==> src/hdl/rtt_ram.sv <==
module rtt_ram #(
	parameter int WIDTH = 8,
	parameter int DEPTH = 32
) (
	input  logic                     clk,
	input  logic                     we,
	input  logic [$clog2(DEPTH)-1:0] waddr,
	input  logic [WIDTH-1:0]         wdata,
	input  logic [$clog2(DEPTH)-1:0] raddr,
	output logic [WIDTH-1:0]         rdata
);
	logic [WIDTH-1:0] mem [DEPTH];

	// single write port, registered read
	always_ff @(posedge clk) begin
		if (we) begin
			mem[waddr] <= wdata;
		end
		rdata <= mem[raddr];
	end
endmodule

==> config.mk <==
export PLATFORM = sky130hd
export DESIGN_NAME = rtt_ram
export DESIGN_NICKNAME = d
export VERILOG_FILES = /design/src/hdl/rtt_ram.sv
export SDC_FILE = /design/constraint.sdc
export NUM_CORES = 1
export LEC_CHECK = 0
export BUFFER_PORTS_ARGS = -buffer_cell sky130_fd_sc_hd__clkbuf_2
export CAP_MARGIN = 20
export CORE_MARGIN = 1.5
export CORE_UTILIZATION = 55
export CTS_CLUSTER_DIAMETER = 100
export CTS_CLUSTER_SIZE = 25
export DETAILED_ROUTE_END_ITERATION = 7
export GPL_ROUTABILITY_DRIVEN = 0
export GPL_TIMING_DRIVEN = 1
export PLACE_DENSITY = 0.75
export SETUP_SLACK_MARGIN = 0.1
export SYNTH_ARGS = -nofsm -noshare
export SYNTH_HDL_FRONTEND = slang
export SYNTH_SLANG_ARGS = --single-unit
export TNS_END_PERCENT = 1
==> constraint.sdc <==
create_clock -name clk -period 5.2 [get_ports clk]
set_clock_uncertainty 0.2 [all_clocks]
set_input_delay 0.78 -clock clk [delete_from_list [all_inputs] [get_ports clk]]
set_output_delay 0.78 -clock clk [all_outputs]
set_load 0.1 [all_outputs]
==> results of run 1 <==
==> cells by family (layout without fill, tap and decap cells) <==
| kind of cell | after synthesis | after routing | synth area share (%) |
|---|---|---|---|
| flops | 264 | 264 | 78.1 |
| simple gates | 45 | 45 | 2.07 |
| buf+inv | 20 | 53 | 1.06 |
| mux | 88 | 88 | 18.8 |
==> worst max-delay path: stages <==
cell    delay, ns
buf_4        0.53
buf_12       0.35
mux4_2       0.59
mux4_2       0.53
mux2_2       0.28
==> path summary, 6_finish.rpt <==
kind	startpoint	to	slack, ns	cells past startpoint
worst max-delay path	raddr[0]	rdata[3]	2.29	5
worst min-delay path	raddr[3]	rdata[4]	0.60	2
worst max register to register	mem[23][6]	rdata[6]	3.14	3
worst min register to register	mem[30][7]	rdata[7]	0.72	3
==> Yosys cell counts, drive strengths merged <==
cell	number	area, sq um
buf	14	83.8
clkbuf	6	22.5
dfxtp	8	160
edfxtp	256	7690
mux2	8	90.1
mux4	80	1800
nand2	1	3.75
nand3	2	10.0
nand3b	5	37.5
nor2	33	124
or3	1	6.26
or3b	3	26.3
==> cell usage in the layout, fill, tap and decap left out <==
cell and n:
nand2_1 1, clkbuf_16 15, buf_12 1, nor2_1 33, or3b_2 3, clkinv_8 1
clkbuf_1 8, clkbuf_2 26, buf_4 2, or3_1 1, dfxtp_1 8, nand3_1 2
mux2_2 8, mux4_2 80, edfxtp_1 256, nand3b_1 5
==> power by group through the flow <==
stage / logic, mW / clock network [mW] / registers, mW
floorplan: 0.126 / 0 / 2.48
global placement: 0.271 / 0 / 2.42
detailed placement: 0.277 / 0 / 2.43
CTS: 0.279 / 1.20 / 2.38
global route: 0.291 / 1.27 / 2.38
finish: 0.275 / 1.18 / 2.38
==> per-stage QoR <==
stage | setup WS, ns | total power, mW | std cells | hold WS [ns] | instance area, sq um
6_report | 2.29 | 3.83 | 679 | 0.605 | 10800
4_1_cts | 2.23 | 3.85 | 679 | 0.590 | 10800
3_5_place_dp | 1.74 | 2.70 | 655 | 0.699 | 10400
5_1_grt | 2.16 | 3.94 | 679 | 0.604 | 10800
3_3_place_gp | 1.75 | 2.69 | 655 | 0.686 | 10400
2_1_floorplan | 2.42 | 2.61 | 417 | 0.665 | 10100
==> registers in the layout (all words and copies together), names as in the netlist <==
signal and cells:
mem 256, rdata 8
==> layer usage <==
metal | global-route usage [%] | routed length [microns]
met4 | 6.76 | 508
met3 | 2.42 | 1300
met5 | 0 | 0
met1 | 31.9 | 7930
met2 | 32.6 | 9440
==> cell type report <==
type,count,area share [%]
Multi-Input combinational cell,133,19.4
Tap cell,229,2.65
Sequential cell,264,72.5
Timing Repair Buffer,29,1.53
Clock inverter,1,0.150
Clock buffer,23,3.75
==> impl_table.tex, run 1 <==
\begin{tabular}{lr}
\hline
Metric & Value \\
\hline
\multicolumn{2}{l}{\textbf{Outcome}} \\
Result of the run & finished, final reports clean \\
\multicolumn{2}{l}{\textbf{Final layout}} \\
Growth of design area from synthesis to finish & 7.63\% \\
Register area & 7850 sq um \\
Fill cell instance count of the final layout & $\sim$1200 \\
Final Net Count & between 400 and 500 \\
Multi-input logic area & 2100 sq um \\
Number of antenna cells inserted & 0 \\
Ratio of cells with drive above 1 in the final layout & 30.2\% \\
Final cell utilization of the core & 60.2\% \\
\multicolumn{2}{l}{\textbf{STA}} \\
F\_max & roughly 0.34 GHz \\
Headroom to the max-slew limit & 36.4\% \\
Transition at the pin with the smallest max-transition slack & 0.951 ns \\
Sum of negative setup slack & 0 ns \\
Unrepaired setup endpoints after global routing & false \\
Max-slew violation count & 0 \\
Finish-stage setup viols & 0 \\
Final Hold Fails & 0 \\
Final period demand of the worst path & 2.91 ns \\
Final cycle utilization of the critical path & 55.9\% \\
\multicolumn{2}{l}{\textbf{Clocking}} \\
Sinks on Clock Net & 264 \\
Clock root cell & clkbuf\_16 \\
Hold-fix buffer count after cts & 0 \\
Number of buffers added by the clock tree synthesis step & 14 \\
Clock tree buffer depth & 3 \\
Buffers inserted during post-CTS setup optimization & 0 \\
Clock transition at the registers of the reported paths & around 0.09 ns \\
Clock latency of the later-clocked register in the worst-skew pair & 0.49 ns \\
Total number of H-tree levels & 1 \\
TritonCTS clock tree & yes \\
Post-cts gate resize count & 0 \\
\multicolumn{2}{l}{\textbf{Route}} \\
Total vias in the final route & around 4300 \\
Final wirelength & 19200 microns \\
Pre-Repair DR Iteration Count & 5 \\
Number of remaining DRC errors & 0 \\
Initial DRC Count & 515 \\
Vias per Instance & 6.36 \\
Antenna-violating nets left & 0 \\
WL per Instance & roughly 28 microns \\
\multicolumn{2}{l}{\textbf{Pwr}} \\
Clock network fraction of design power & between 30\% and 40\% \\
Proportion of power drawn by flip-flops and latches & 62.0\% \\
Switching power summed over all nets & a little over 800 uW \\
Worst VDD drop & 395 uV \\
P\_leak & 3.30 nW \\
Logic gate share of total power & 7.2\% \\
Switching share of power & 21.6\% \\
Power per unit of standard cell area & between 300 and 400 nW/um\^{}2 \\
Int Pwr & 3.00 mW \\
\multicolumn{2}{l}{\textbf{Logic synthesis}} \\
Number of distinct library cells after synthesis & 15 \\
Proportion of synthesized chip area in sequential cells & 78.1\% \\
Synthesis-stage register bit count & 264 \\
Count of warnings emitted by yosys & 0 \\
Mean area per synthesized cell & 24.1 sq um \\
Netlist area before placement & 10100 sq um \\
Synthesized instance count & 417 \\
Net count after synthesis & around 440 \\
\multicolumn{2}{l}{\textbf{Global routing}} \\
Largest net degree at the start of global routing & 65 \\
Aggregate global-route resource usage & 20.9\% \\
Vias in the first global route & 4431 \\
Initial antenna violation count & 0 \\
Global-route wire length before repair & between 20000 and 30000 microns \\
Remaining global-route overflow & 0 \\
\multicolumn{2}{l}{\textbf{Placement}} \\
HPWL after DPL & roughly 12000 microns \\
Number of input and output port buffers inserted & 27 \\
\multicolumn{2}{l}{\textbf{Floorplanning}} \\
Num rows & 49 \\
Area of the core & between 15000 and 20000 sq um \\
Die ar. & $\sim$19000 sq um \\
Die span in y & 138 microns \\
Initial standard-cell utilization of the core & 56.0\% \\
Width of the die & 138 microns \\
I/O pin total & 28 \\
\multicolumn{2}{l}{\textbf{Setup path}} \\
Critical path capture point type & flop \\
Type of the worst setup path & in2reg \\
Maximum fanout along the worst path & 33 \\
Arrival time at the worst endpoint & 3.09 ns \\
Kind of launch point of the worst setup path & input pin \\
Required @ worst endpoint & 5.38 ns \\
\multicolumn{2}{l}{\textbf{Hold path}} \\
Type of the most critical hold path & in2reg \\
\multicolumn{2}{l}{\textbf{Run}} \\
Max capacitance violation total & 0 \\
\hline
\end{tabular}
No activity file was read; power rests on OpenSTA's default activity.
==> run 2, diff against run 1 <==
PLACE_DENSITY = 0.77   (was 0.75)
clock period = 2.5 ns   (was 5.2 ns; I/O delays follow)
==> run 2 against run 1 <==
  * Non-clock buffer count grew 38
  * Core utilization rose by 1.8 points
  * Register-to-register slack lost 2.7 ns
  * Global-route usage up 0.20 points
  * Final cell count grew 4.9%
  * Combinational power rose by 120%
  * Clock power up 100%
  * Worst hold slack worse by 0.43 ns
  * Highest routed layer unchanged
  * Largest cell class unchanged
  * Via count rose by 4.1%
==> impl_table.tex, run 2 (synthesized netlist as in run 1, its figures left out) <==
\begin{tabular}{lr}
\hline
Metric & Value \\
\hline
\multicolumn{2}{l}{\textbf{Outcome}} \\
Result of the run & finished, final reports clean \\
\multicolumn{2}{l}{\textbf{Clocking}} \\
Clock transition at the registers of the reported paths & 0.10 ns (about the same) \\
TritonCTS clock tree & yes \\
Total number of H-tree levels & 1 (unchanged) \\
Hold-fix buffer count after cts & 0 (unchanged) \\
Clock latency of the later-clocked register in the worst-skew pair & 0.48 ns (about the same) \\
Number of buffers added by the clock tree synthesis step & 14 (unchanged) \\
Post-cts gate resize count & 0 (unchanged) \\
Buffers inserted during post-CTS setup optimization & 0 (unchanged) \\
Clock tree buffer depth & 3 (unchanged) \\
Sinks on Clock Net & 264 (unchanged) \\
Clock root cell & clkbuf\_16 \\
\multicolumn{2}{l}{\textbf{Global routing}} \\
Global-route wire length before repair & 29500 microns (+0.97\%) \\
Met3 routing resource usage after global routing & 3.57\% (+1.1 points) \\
Global routing usage on met1 & 32.4\% (+0.50 points) \\
Aggregate global-route resource usage & 21.1\% (+0.20 points) \\
Met2 Resource Use GR & 31.7\% (-0.86 points) \\
Layer with the highest usage after global routing & met1 \\
Vias in the first global route & 4579 (+3.3\%) \\
Remaining global-route overflow & 0 (unchanged) \\
Initial antenna violation count & 2 (+2) \\
Largest net degree at the start of global routing & 43 (-34\%) \\
\multicolumn{2}{l}{\textbf{STA}} \\
Transition at the pin with the smallest max-transition slack & 0.686 ns (-0.265 ns) \\
Max-slew violation count & 0 (unchanged) \\
F\_max & 0.480 GHz \\
Unrepaired setup endpoints after global routing & false \\
Final period demand of the worst path & 2.08 ns \\
Final Hold Fails & 0 (unchanged) \\
Headroom to the max-slew limit & 54.3\% (+18 points) \\
Finish-stage setup viols & 0 (unchanged) \\
Min setup slack post-route & 0.418 ns (-1.88 ns) \\
Final cycle utilization of the critical path & 83.3\% \\
\multicolumn{2}{l}{\textbf{Floorplanning}} \\
Width of the die & 138 microns (unchanged) \\
Num rows & 49 (unchanged) \\
Initial standard-cell utilization of the core & 56.0\% (unchanged) \\
I/O pin total & 28 (unchanged) \\
Area of the core & 18000 sq um (unchanged) \\
Die span in y & 138 microns (unchanged) \\
Die ar. & 19100 sq um (unchanged) \\
\multicolumn{2}{l}{\textbf{Setup path}} \\
Cell depth of the worst flop-to-flop path & 3 (unchanged) \\
Critical R2R Capture & rdata[6] \\
Critical path capture point type & flop \\
Type of the worst setup path & in2reg \\
R2r setup slk & 0.45 ns (-2.69 ns) \\
Critical R2R Launch & mem[29][6] \\
Required @ worst endpoint & 2.67 ns (-2.71 ns) \\
Arrival time at the worst endpoint & 2.25 ns (-0.84 ns) \\
Maximum fanout along the worst path & 25 (-24\%) \\
Kind of launch point of the worst setup path & input pin \\
\multicolumn{2}{l}{\textbf{Route}} \\
WL per Instance & 27.4 microns (-3.0\%) \\
Vias per Instance & 6.31 (-0.75\%) \\
Pre-Repair DR Iteration Count & 5 (unchanged) \\
Final wirelength & 19500 microns (+1.8\%) \\
Initial DRC Count & 481 (-6.6\%) \\
Antenna-violating nets left & 0 (unchanged) \\
Total vias in the final route & 4496 (+4.1\%) \\
Number of remaining DRC errors & 0 (unchanged) \\
\multicolumn{2}{l}{\textbf{Pwr}} \\
Clock network fraction of design power & 30.0\% (-0.8 points) \\
PnR Total Power & 7.92 mW (+110\%) \\
Int Pwr & 6.23 mW (+110\%) \\
P\_leak & 3.51 nW (+6.6\%) \\
Switching share of power & 21.3\% (-0.32 points) \\
Power per unit of standard cell area & 710 nW/um\^{}2 (+100\%) \\
Worst VDD drop & 474 uV (+20\%) \\
Proportion of power drawn by flip-flops and latches & 62.4\% (+0.4 points) \\
Switching power summed over all nets & 1.69 mW (+100\%) \\
Logic gate share of total power & 7.6\% (+0.4 points) \\
\multicolumn{2}{l}{\textbf{Final layout}} \\
Register area & 7850 sq um (unchanged) \\
Registers with the highest flip-flop counts & mem x256, rdata x8 \\
Ratio of cells with drive above 1 in the final layout & 36.1\% (+5.9 points) \\
Most frequent standard cell in the layout excluding fill and tap cells & edfxtp\_1 \\
Final Net Count & 500 (+8.2\%) \\
Top reg by flops & mem \\
Growth of design area from synthesis to finish & 10.9\% \\
Fill cell instance count of the final layout & 1159 (-2.8\%) \\
Flip-flop count of the largest register after layout & 256 (unchanged) \\
Most used cells in the layout excluding fill and tap cells & edfxtp\_1, mux4\_2, buf\_4 \\
Multi-input logic area & 2100 sq um (unchanged) \\
\multicolumn{2}{l}{\textbf{Placement}} \\
Number of input and output port buffers inserted & 27 (unchanged) \\
HPWL after DPL & 12300 microns (+3.7\%) \\
Post-placement setup slack & -0.0897 ns (-1.83 ns) \\
\multicolumn{2}{l}{\textbf{Hold path}} \\
Worst hold start & raddr[3] \\
Type of the most critical hold path & in2reg \\
Worst hold path stage count & 2 (unchanged) \\
Worst Hold End & rdata[7] \\
\multicolumn{2}{l}{\textbf{Run}} \\
Max capacitance violation total & 0 (unchanged) \\
\hline
\end{tabular}
run 2: changes by cell type in the layout (fill, tap and decap cells not counted), sizes merged:
cell,change
buf,+38
clkbuf,-6
diode,+1
run 2: worst max-delay path by stage:
stage              from        to  slack, ns  cells past startpoint
6_report       raddr[0]  rdata[6]       0.42                      5
5_1_grt        raddr[0]  rdata[2]       0.39                      5
4_1_cts        raddr[0]  rdata[6]       0.42                      5
3_5_place_dp   raddr[0]  rdata[6]      -0.09                      5
3_3_place_gp   raddr[0]  rdata[2]      -0.07                      5
2_1_floorplan  raddr[2]  rdata[0]       0.12                      5
run 2: area by class of cell:
class | instances | share of cell area, %
diodes | 1 | 0.0224
clock buffers | 17 | 3.43
clock inverters | 1 | 0.146
multi-input cells | 133 | 18.8
flip-flops and latches | 264 | 70.4
well taps | 229 | 2.57
repair buffers | 67 | 4.60
run 2: critical path: stages:
cell,delay (ns)
buf_4,0.18
buf_12,0.25
mux4_2,0.59
mux4_2,0.54
mux2_2,0.29
run 2: through the flow:
stage	cell area [sq um]	utilization, %	setup TNS [ns]	hold WS (ns)	cells
after global routing	11100	62.1	0	0.179	712
after CTS	11100	62.0	0	0.174	711
final	11100	62.1	0	0.173	712
after detailed placement	10700	59.8	-0.277	0.681	693
after floorplan	10100	-	0	0.274	417
after global placement	10700	59.8	-0.232	0.678	693
run 2: per-layer routing:
metal  wire length (microns)  up-vias
met1                    8220     2383
met3                    1560       25
met4                     494        0
met5                       0        -
met2                    9240      197
li1                        -     1891
run 2: power by group through the flow:
stage / registers (mW) / clock network (mW) / logic [mW]
after floorplan: 5.16 / 0 / 0.262
after global placement: 5.04 / 0 / 0.591
after detailed placement: 5.04 / 0 / 0.606
after CTS: 4.94 / 2.41 / 0.608
after global routing: 4.95 / 2.55 / 0.633
final: 4.94 / 2.37 / 0.603
==> run 3, diff against run 2 <==
PLACE_DENSITY = 0.75   (was 0.77)
clock period = 2 ns   (was 2.5 ns; I/O delays follow)
==> run 3 against run 2 <==
  * The run now ends with setup timing left
  * Global-route usage grew 0.28 points
  * Design area grew 0.67%
  * Non-clock buffer count grew 2
  * Largest power group unchanged
  * Worst setup slack lost 0.43 ns
  * Combinational power grew 29%
  * Highest routed layer unchanged
  * Sequential share of layout area shrank 0.47 points
  * Critical endpoint is now rdata[2]
==> impl_table.tex, run 3 (synthesized netlist as in run 1, its figures left out) <==
\begin{tabular}{lr}
\hline
Metric & Value \\
\hline
\multicolumn{2}{l}{\textbf{STA}} \\
Final cycle utilization of the critical path & 101\% \\
Sum of negative setup slack & -0.0181 ns (-0.0181 ns) \\
Unrepaired setup endpoints after global routing & true \\
Finish-stage setup viols & 2 (+2) \\
Max-slew violation count & 0 (unchanged) \\
Transition at the pin with the smallest max-transition slack & 0.741 ns (+0.0549 ns) \\
F\_max & 0.496 GHz \\
Final period demand of the worst path & slightly above 2 ns \\
Final Hold Fails & 0 (unchanged) \\
Min setup slack post-route & -0.0167 ns (-0.435 ns) \\
Headroom to the max-slew limit & 50.6\% (-3.7 points) \\
\multicolumn{2}{l}{\textbf{Floorplanning}} \\
Width of the die & 138 microns (unchanged) \\
Initial standard-cell utilization of the core & 56.0\% (unchanged) \\
Area of the core & 18000 sq um (unchanged) \\
Die span in y & 138 microns (unchanged) \\
Num rows & 49 (unchanged) \\
Die ar. & 19100 sq um (unchanged) \\
I/O pin total & 28 (unchanged) \\
\multicolumn{2}{l}{\textbf{Final layout}} \\
Top reg by flops & mem \\
Growth of design area from synthesis to finish & 11.6\% \\
Most frequent standard cell in the layout excluding fill and tap cells & edfxtp\_1 \\
Fill cell instance count of the final layout & 1188 (+2.5\%) \\
Most used cells in the layout excluding fill and tap cells & edfxtp\_1, mux4\_2, buf\_4 \\
Registers with the highest flip-flop counts & mem x256, rdata x8 \\
Flip-flop count of the largest register after layout & 256 (unchanged) \\
Final cell utilization of the core & 62.5\% (+0.42 points) \\
Final Net Count & 502 (+0.40\%) \\
Filler-free cell count of the finished design & 720 (+1.1\%) \\
Ratio of cells with drive above 1 in the final layout & 36.1\% (about the same) \\
\multicolumn{2}{l}{\textbf{Clocking}} \\
TritonCTS clock tree & yes \\
Hold-fix buffer count after cts & 0 (unchanged) \\
Clock latency of the later-clocked register in the worst-skew pair & 0.48 ns (about the same) \\
Sinks on Clock Net & 264 (unchanged) \\
Total number of H-tree levels & 1 (unchanged) \\
Clock root cell & clkbuf\_16 \\
Clock tree buffer depth & 3 (unchanged) \\
Clock transition at the registers of the reported paths & 0.10 ns (about the same) \\
Buffers inserted during post-CTS setup optimization & 0 (unchanged) \\
Number of buffers added by the clock tree synthesis step & 14 (unchanged) \\
\multicolumn{2}{l}{\textbf{Route}} \\
Final wirelength & 19800 microns (+1.5\%) \\
Total vias in the final route & 4516 (+0.44\%) \\
Vias per Instance & 6.27 (-0.67\%) \\
Number of remaining DRC errors & 0 (unchanged) \\
Antenna-violating nets left & 0 (unchanged) \\
Initial DRC Count & 577 (+20\%) \\
WL per Instance & 27.5 microns (+0.35\%) \\
Pre-Repair DR Iteration Count & 5 (unchanged) \\
\multicolumn{2}{l}{\textbf{Global routing}} \\
Aggregate global-route resource usage & 21.4\% (+0.28 points) \\
Largest net degree at the start of global routing & 33 (-23\%) \\
Remaining global-route overflow & 0 (unchanged) \\
Vias in the first global route & 4589 (+0.22\%) \\
Initial antenna violation count & 2 (unchanged) \\
Global-route wire length before repair & 29700 microns (+0.63\%) \\
\multicolumn{2}{l}{\textbf{Pwr}} \\
P\_leak & 3.56 nW (+1.4\%) \\
Worst VDD drop & 587 uV (+24\%) \\
PnR Total Power & 9.98 mW (+26\%) \\
Power per unit of standard cell area & 890 nW/um\^{}2 (+25\%) \\
\multicolumn{2}{l}{\textbf{Placement}} \\
HPWL after DPL & 12800 microns (+4.3\%) \\
Post-Place Cells & 695 (+0.29\%) \\
Post-placement setup slack & -0.396 ns (-0.306 ns) \\
Number of input and output port buffers inserted & 27 (unchanged) \\
\multicolumn{2}{l}{\textbf{Setup path}} \\
Type of the worst setup path & reg2reg \\
Kind of launch point of the worst setup path & flop \\
Maximum fanout along the worst path & 1 (-96\%) \\
Required @ worst endpoint & 2.18 ns (-0.49 ns) \\
Critical path capture point type & flop \\
Arrival time at the worst endpoint & 2.19 ns (-0.06 ns) \\
\multicolumn{2}{l}{\textbf{Hold path}} \\
Type of the most critical hold path & in2reg \\
\multicolumn{2}{l}{\textbf{Outcome}} \\
Result of the run & complete, but fails checks \\
Violated checks & setup timing \\
\multicolumn{2}{l}{\textbf{Run}} \\
Max capacitance violation total & 0 (unchanged) \\
\hline
\end{tabular}
-- run 3: cell type report --
class,count,area (sq um),share of cell area [%]
tap,229,287,2.55
clock inverter,2,13.8,0.123
antenna,1,2.50,0.0223
timing repair buffer,69,553,4.93
clock buffer,22,402,3.58
multi-input combinational,133,2120,18.9
sequential,264,7850,69.9
-- run 3: per-stage QoR --
step / instance area, sq um / hold WS, ns
finish: 11200 / 0.123
global route: 11200 / 0.133
CTS: 11200 / 0.0980
detailed placement: 10800 / 0.570
global placement: 10800 / 0.565
floorplan: 10200 / 0.199
-- run 3: worst max-delay path, stage by stage (launching register included) --
cell      delay, ns
edfxtp_1       0.37
mux4_2         0.52
mux4_2         0.53
mux2_2         0.28
-- run 3: what timing repair did --
item,CTS,global route
cloned,0,0
hold endpoints to repair,0,0
setup endpoints to repair,8,8
gates resized for setup,4,1
-- run 3: final timing paths --
| path | from | endpoint | slack [ns] | depth (start not counted) |
|---|---|---|---|---|
| max | mem[21][2] | rdata[2] | -0.02 | 3 |
| min | raddr[3] | rdata[6] | 0.12 | 2 |
| max reg2reg | mem[21][2] | rdata[2] | -0.02 | 3 |
| min reg2reg | mem[4][1] | rdata[1] | 0.71 | 3 |
-- run 3: metal layers --
metal  part of all wire, %  routed length [microns]  GRT usage, %  up-vias
met4                   1.3                      256          4.60        0
met3                   8.3                     1650          3.50       18
met2                    48                     9560          32.7      213
met1                    42                     8340          33.6     2392
met5                     0                        0             0        -
li1                      -                        -             -     1893
-- run 3: report_power, final --
part           switching [mW]  leakage (nW)  total [mW]  internal [mW]
Sequential             0.0241          2.37        6.17           6.14
Combinational           0.488         0.986       0.775          0.287
Clock                    1.63         0.202        3.04           1.41
